===== config.mk =====
export PLATFORM = sky130hd
export DESIGN_NAME = fgcc_ctrl
export DESIGN_NICKNAME = d
export VERILOG_FILES = /design/src/fgcc_pkg.sv /design/src/fgcc_ctrl.sv
export SDC_FILE = /design/constraint.sdc
export NUM_CORES = 1
export LEC_CHECK = 0
export BUFFER_PORTS_ARGS = -buffer_cell sky130_fd_sc_hd__buf_2
export CAP_MARGIN = 20
export CELL_PAD_IN_SITES_DETAIL_PLACEMENT = 1
export CELL_PAD_IN_SITES_GLOBAL_PLACEMENT = 1
export CORE_AREA = 2 2 39 41
export DETAILED_ROUTE_END_ITERATION = 10
export DIE_AREA = 0 0 41 43
export GPL_TIMING_DRIVEN = 0
export PLACE_DENSITY = 0.58
export RECOVER_POWER = 50
export SYNTH_ARGS = -nofsm -noshare
export SYNTH_HDL_FRONTEND = slang
export SYNTH_SLANG_ARGS = --single-unit

===== constraint.sdc =====
create_clock -name i_clk -period 1.9 [get_ports i_clk]
set_input_delay 0.095 -clock i_clk [delete_from_list [all_inputs] [get_ports i_clk]]
set_output_delay 0.095 -clock i_clk [all_outputs]
set_load 0.05 [all_outputs]

===== src/fgcc_pkg.sv =====
// ----------------------------------------------------------------------------
// fgcc_pkg
// Types and constants shared by the grid clip classifier modules.
// ----------------------------------------------------------------------------
package fgcc_pkg;

    localparam int MAX_TILES_SIDE = 32;
    localparam int MAX_PATCH_SIDE = 7;
    localparam int TW             = 5;      // tile coordinate bits
    localparam int DW             = 6;      // tile count bits
    localparam int PW             = 3;      // patch side bits
    localparam int VERT_DEPTH     = (MAX_TILES_SIDE + 1) * (MAX_TILES_SIDE + 1);
    localparam int VW             = 11;     // vertex index bits
    localparam int TILE_DEPTH     = MAX_TILES_SIDE * MAX_TILES_SIDE;

    localparam logic [1:0] REG_TILE_COLS = 2'd0;
    localparam logic [1:0] REG_TILE_ROWS = 2'd1;
    localparam logic [1:0] REG_TPP       = 2'd2;

    localparam logic [1:0] FLAG_CLEAR = 2'd0;
    localparam logic [1:0] FLAG_HIT   = 2'd1;
    localparam logic [1:0] FLAG_MIXED = 2'd2;

    typedef enum logic [1:0] {
        CMD_RESTART = 2'd0,
        CMD_LOAD    = 2'd1,
        CMD_QTILE   = 2'd2,
        CMD_QPATCH  = 2'd3
    } t_cmd_code;

    typedef enum logic [2:0] {
        ST_IDLE,
        ST_QUERY,
        ST_TILE,
        ST_TDRAIN,
        ST_PATCH,
        ST_PDRAIN
    } t_state;

    typedef struct packed {
        logic accept;
        logic out_now;
        logic tile_run;
        logic patch_run;
        logic out_query;
        logic out_class;
    } t_dp_cmd;

    typedef struct packed {
        logic out_valid;
        logic load_trig;
        logic tile_last;
        logic patch_last;
    } t_dp_stat;

endpackage


===== src/fgcc_ctrl.sv =====
// ----------------------------------------------------------------------------
// fgcc_ctrl
// Sequencer: word acceptance, query wait and the two classification passes.
// ----------------------------------------------------------------------------
module fgcc_ctrl (
    input  logic                i_clk,
    input  logic                i_rst_n,
    input  logic                i_valid,
    output logic                o_ready,
    input  fgcc_pkg::t_cmd_code i_cmd,
    input  fgcc_pkg::t_dp_stat  i_stat,
    input  logic                i_out_ready,
    output fgcc_pkg::t_dp_cmd   o_cmd
);
    import fgcc_pkg::*;

    t_state r_state, n_state;

    always_ff @(posedge i_clk) begin
        if (!i_rst_n) begin
            r_state <= ST_IDLE;
        end else begin
            r_state <= n_state;
        end
    end

    always_comb begin
        n_state = r_state;
        o_cmd   = '0;
        o_ready = 1'b0;
        case (r_state)
            ST_IDLE: begin
                o_ready = !i_stat.out_valid || i_out_ready;
                if (i_valid && o_ready) begin
                    o_cmd.accept = 1'b1;
                    case (i_cmd)
                        CMD_QTILE, CMD_QPATCH: n_state = ST_QUERY;
                        default: begin
                            if (i_cmd == CMD_LOAD && i_stat.load_trig) begin
                                n_state = ST_TILE;
                            end else begin
                                o_cmd.out_now = 1'b1;
                            end
                        end
                    endcase
                end
            end
            ST_QUERY: begin
                o_cmd.out_query = 1'b1;
                n_state = ST_IDLE;
            end
            ST_TILE: begin
                o_cmd.tile_run = 1'b1;
                if (i_stat.tile_last) begin
                    n_state = ST_TDRAIN;
                end
            end
            ST_TDRAIN: begin
                n_state = ST_PATCH;
            end
            ST_PATCH: begin
                o_cmd.patch_run = 1'b1;
                if (i_stat.patch_last) begin
                    n_state = ST_PDRAIN;
                end
            end
            ST_PDRAIN: begin
                o_cmd.out_class = 1'b1;
                n_state = ST_IDLE;
            end
            default: n_state = ST_IDLE;
        endcase
    end

endmodule


==> results.toml <==
[worst_setup_path]
worstSetupEndpointType = "primary output"
launch_point_of_the_worst_path = "r_state[1]$_SDFFE_PN0P_"
worst_r2r_path_depth = 5
worst-r2r-setup-slack_ns = 0.36
timing.critical_path.to = "o_cmd[4]"
worst-path-buf-inv = 2
critical_path.slowest_cell = "sky130_fd_sc_hd__or3_4"
critical-path-top-delay-family = "simple AND/OR/NAND/NOR gates"
worst_ep_arrival_time_ns = 1.72
start_kind = "flop"
crit_path_cell_trace = "buf_6 > or3_4 > a211o_1 > nor2_1 > buf_4"
critical_path_depth = 5
critical_path_required_ns = 1.80
critPathKind = "flop to primary output"
regToRegStartpoint = "r_state[1]$_SDFFE_PN0P_"
cpPeakStageDelay_ns = 0.41
regToRegEndpoint = "r_state[1]$_SDFFE_PN0P_"
worst-path-max-fanout = 10

[floorplan]
die_height_um = 43
rows = 14
initial_utilization_pct = 18.5
fp.coreArea_sq_um = 1380
floorplan.die_area_sq_um = 1760
top_level_ports = 17
fp.dieW_um = 41

[sta]
clock.fmax_mhz = 551
finalHoldViolCount = 0
final.setup.tns_ns = 0
timing.final.crit_period_ns = 1.81
post-route-period-util_pct = 95.5
rsz_0062_raised_after_global_routing = "no"
finalSetupViolations = 0
timing.slew.headroom_pct = 60.5
final_max_slew_violation_count = 0
clock_skew_ns = 0.00443
worst_pin_slew_ns = 0.595

[yosys]
synthDominantCellAreaShare_pct = 23.4
yosys_warnings = 0
ys_top_cells_by_area = "sky130_fd_sc_hd__dfxtp_1, sky130_fd_sc_hd__buf_6, sky130_fd_sc_hd__nor3b_1"
synthCells = 31
netlist.top_cell.by_area = "sky130_fd_sc_hd__dfxtp_1"
netlist-cell-type-count = 19
syn-cell-area_sq_um = 256
post_syn_nets = 41
number_of_synthesized_register_bits = 3
sequential_area_share_after_synthesis_pct = 23.4
post_synth.cell_area_avg_sq_um = 8.27

[global_route]
initial_antenna_violation_count = 0
overall_fraction_of_global_route_tracks_in_use_pct = 10.4
grt_pass1_wl_mm = 1.20
grt_max_degree = 11
grt_pass1_vias = 312
grt_overflow = 0

[final_layout]
largest-register = "r_state"
final_layout_size_suffix_gt1_share_pct = 43.1
layout.cells.most_common = "sky130_fd_sc_hd__buf_2"
antennaDiodeCount = 0
final_net_count = 62
fin_area_sq_um = 382
top_regs = "r_state: 3 flops"
utilization_pct = 27.6
layout_common_cells = "sky130_fd_sc_hd__buf_2, sky130_fd_sc_hd__nor2_1, sky130_fd_sc_hd__clkbuf_1"
largest_register_ffs = 3
flow.area_growth_from_synthesis_pct = 48.8
fin_cells = 67

[route]
wl_per_cell_um = 10.6
drt.antenna.violating_nets = 0
detailedRoute.firstPassIterationCount = 3
vias = 302
detail_route.wirelength_um = 710
remaining_drc_errors = 0
drt_iter0_drc = 3
routed_via_density = 4.51

[power_and_ir_drop]
static_power_due_to_leakage_nw = 0.180
report.power.total_mw = 0.362
vdd.ir_drop.worst_mv = 0.224
pwr_density_cell_nw_per_um2 = 949

[clocking]
ctsLongestPathBuffers = 2
cts_inserted_buffers = 3
clk_pin_slew_ns = 0.04
ctsHoldBuffers = 0
cts.sink_count = 3
cts_root_buffer = "sky130_fd_sc_hd__clkbuf_4"
cts_tree = "yes"
clock_insertion_delay_worst_skew_ns = 0.24
clock_tree.htree_level_count = 1

[run_status]
outcome = "finished clean"

[placed_design]
portBuffers = 16
post_placement_cell_count = 63
place_hpwl_um = 552
dpl-instance-area_sq_um = 362
place_congestion = 0.649

[run]
cap_violations = 0

[worst_hold_path]
hp-class = "primary input to flop"
## worst register-to-register path, stage by stage, from the launching register on
cell and delay [ns]:
sky130_fd_sc_hd__dfxtp_1 0.30, sky130_fd_sc_hd__buf_6 0.13, sky130_fd_sc_hd__or3_4 0.41, sky130_fd_sc_hd__a211o_1 0.32, sky130_fd_sc_hd__o221ai_2 0.09, sky130_fd_sc_hd__mux2i_1 0.22
## cell type report
| type | instances | area (sq um) |
|---|---|---|
| plain buffers | 2 | 22.5 |
| clock buffers | 4 | 26.3 |
| fillers | 177 | 1000 |
| inverters | 1 | 3.75 |
| multi-input cells | 25 | 170 |
| flip-flops and latches | 3 | 60.1 |
| well taps | 16 | 20.0 |
| repair buffers | 16 | 78.8 |
## synth_stat cells
master / number
sky130_fd_sc_hd__and2_2: 1
sky130_fd_sc_hd__a211o_1: 2
sky130_fd_sc_hd__and2b_2: 1
sky130_fd_sc_hd__or3_4: 1
sky130_fd_sc_hd__mux2i_1: 1
sky130_fd_sc_hd__a2111oi_0: 1
sky130_fd_sc_hd__o221ai_2: 1
sky130_fd_sc_hd__o21a_1: 1
sky130_fd_sc_hd__dfxtp_1: 3
sky130_fd_sc_hd__and3_1: 1
sky130_fd_sc_hd__nand2b_1: 1
sky130_fd_sc_hd__buf_6: 2
sky130_fd_sc_hd__inv_1: 1
sky130_fd_sc_hd__or2b_1: 1
sky130_fd_sc_hd__a21oi_1: 1
sky130_fd_sc_hd__nand2_1: 3
sky130_fd_sc_hd__nor3_1: 2
sky130_fd_sc_hd__nor2_1: 4
sky130_fd_sc_hd__nor3b_1: 3
## repair_timing
action / CTS / global route
gates resized for setup: 0 / 2
setup endpoints to repair: 0 / 1
buffers inserted: 0 / 0
## how the worst min path moves through the flow
stage	start	to	depth (start not counted)
2_1_floorplan	i_rst_n	r_state[2]$_SDFFE_PN0P_	1
3_3_place_gp	i_rst_n	r_state[2]$_SDFFE_PN0P_	2
3_5_place_dp	i_rst_n	r_state[2]$_SDFFE_PN0P_	2
4_1_cts	i_rst_n	r_state[2]$_SDFFE_PN0P_	2
5_1_grt	i_rst_n	r_state[2]$_SDFFE_PN0P_	2
6_report	i_rst_n	r_state[2]$_SDFFE_PN0P_	2
## logic make-up after synthesis
group	Yosys count	synth area share (%)
simple gates	18	41.5
compound gates	6	21.0
flops	3	23.4
buf+inv	3	10.2
mux	1	3.90
## where the power goes
part / switching, mW / leakage, nW / internal [mW]
Clock: 0.0364 / 0.0150 / 0.0789
Combinational: 0.108 / 0.141 / 0.0623
Sequential: 0.00688 / 0.0245 / 0.0702
Total: 0.151 / 0.180 / 0.211
## metal layers
metal / global-route usage, % / vias to the layer above / part of all wire, %
met5: 0 / - / 0
met4: 10.0 / 0 / 2.7
met3: 2.09 / 2 / 7.7
met2: 16.3 / 13 / 47
met1: 10.5 / 138 / 42
li1: - / 149 / -
## through the flow
step | setup slack, ns | hold slack (ns)
CTS | 0.00734 | 0.0910
global placement | 0.293 | 0.339
global route | 0.0115 | 0.111
detailed placement | 0.264 | 0.340
floorplan | 0.0303 | 0.212
finish | 0.0859 | 0.0954
(Power assumes the default switching activity.)
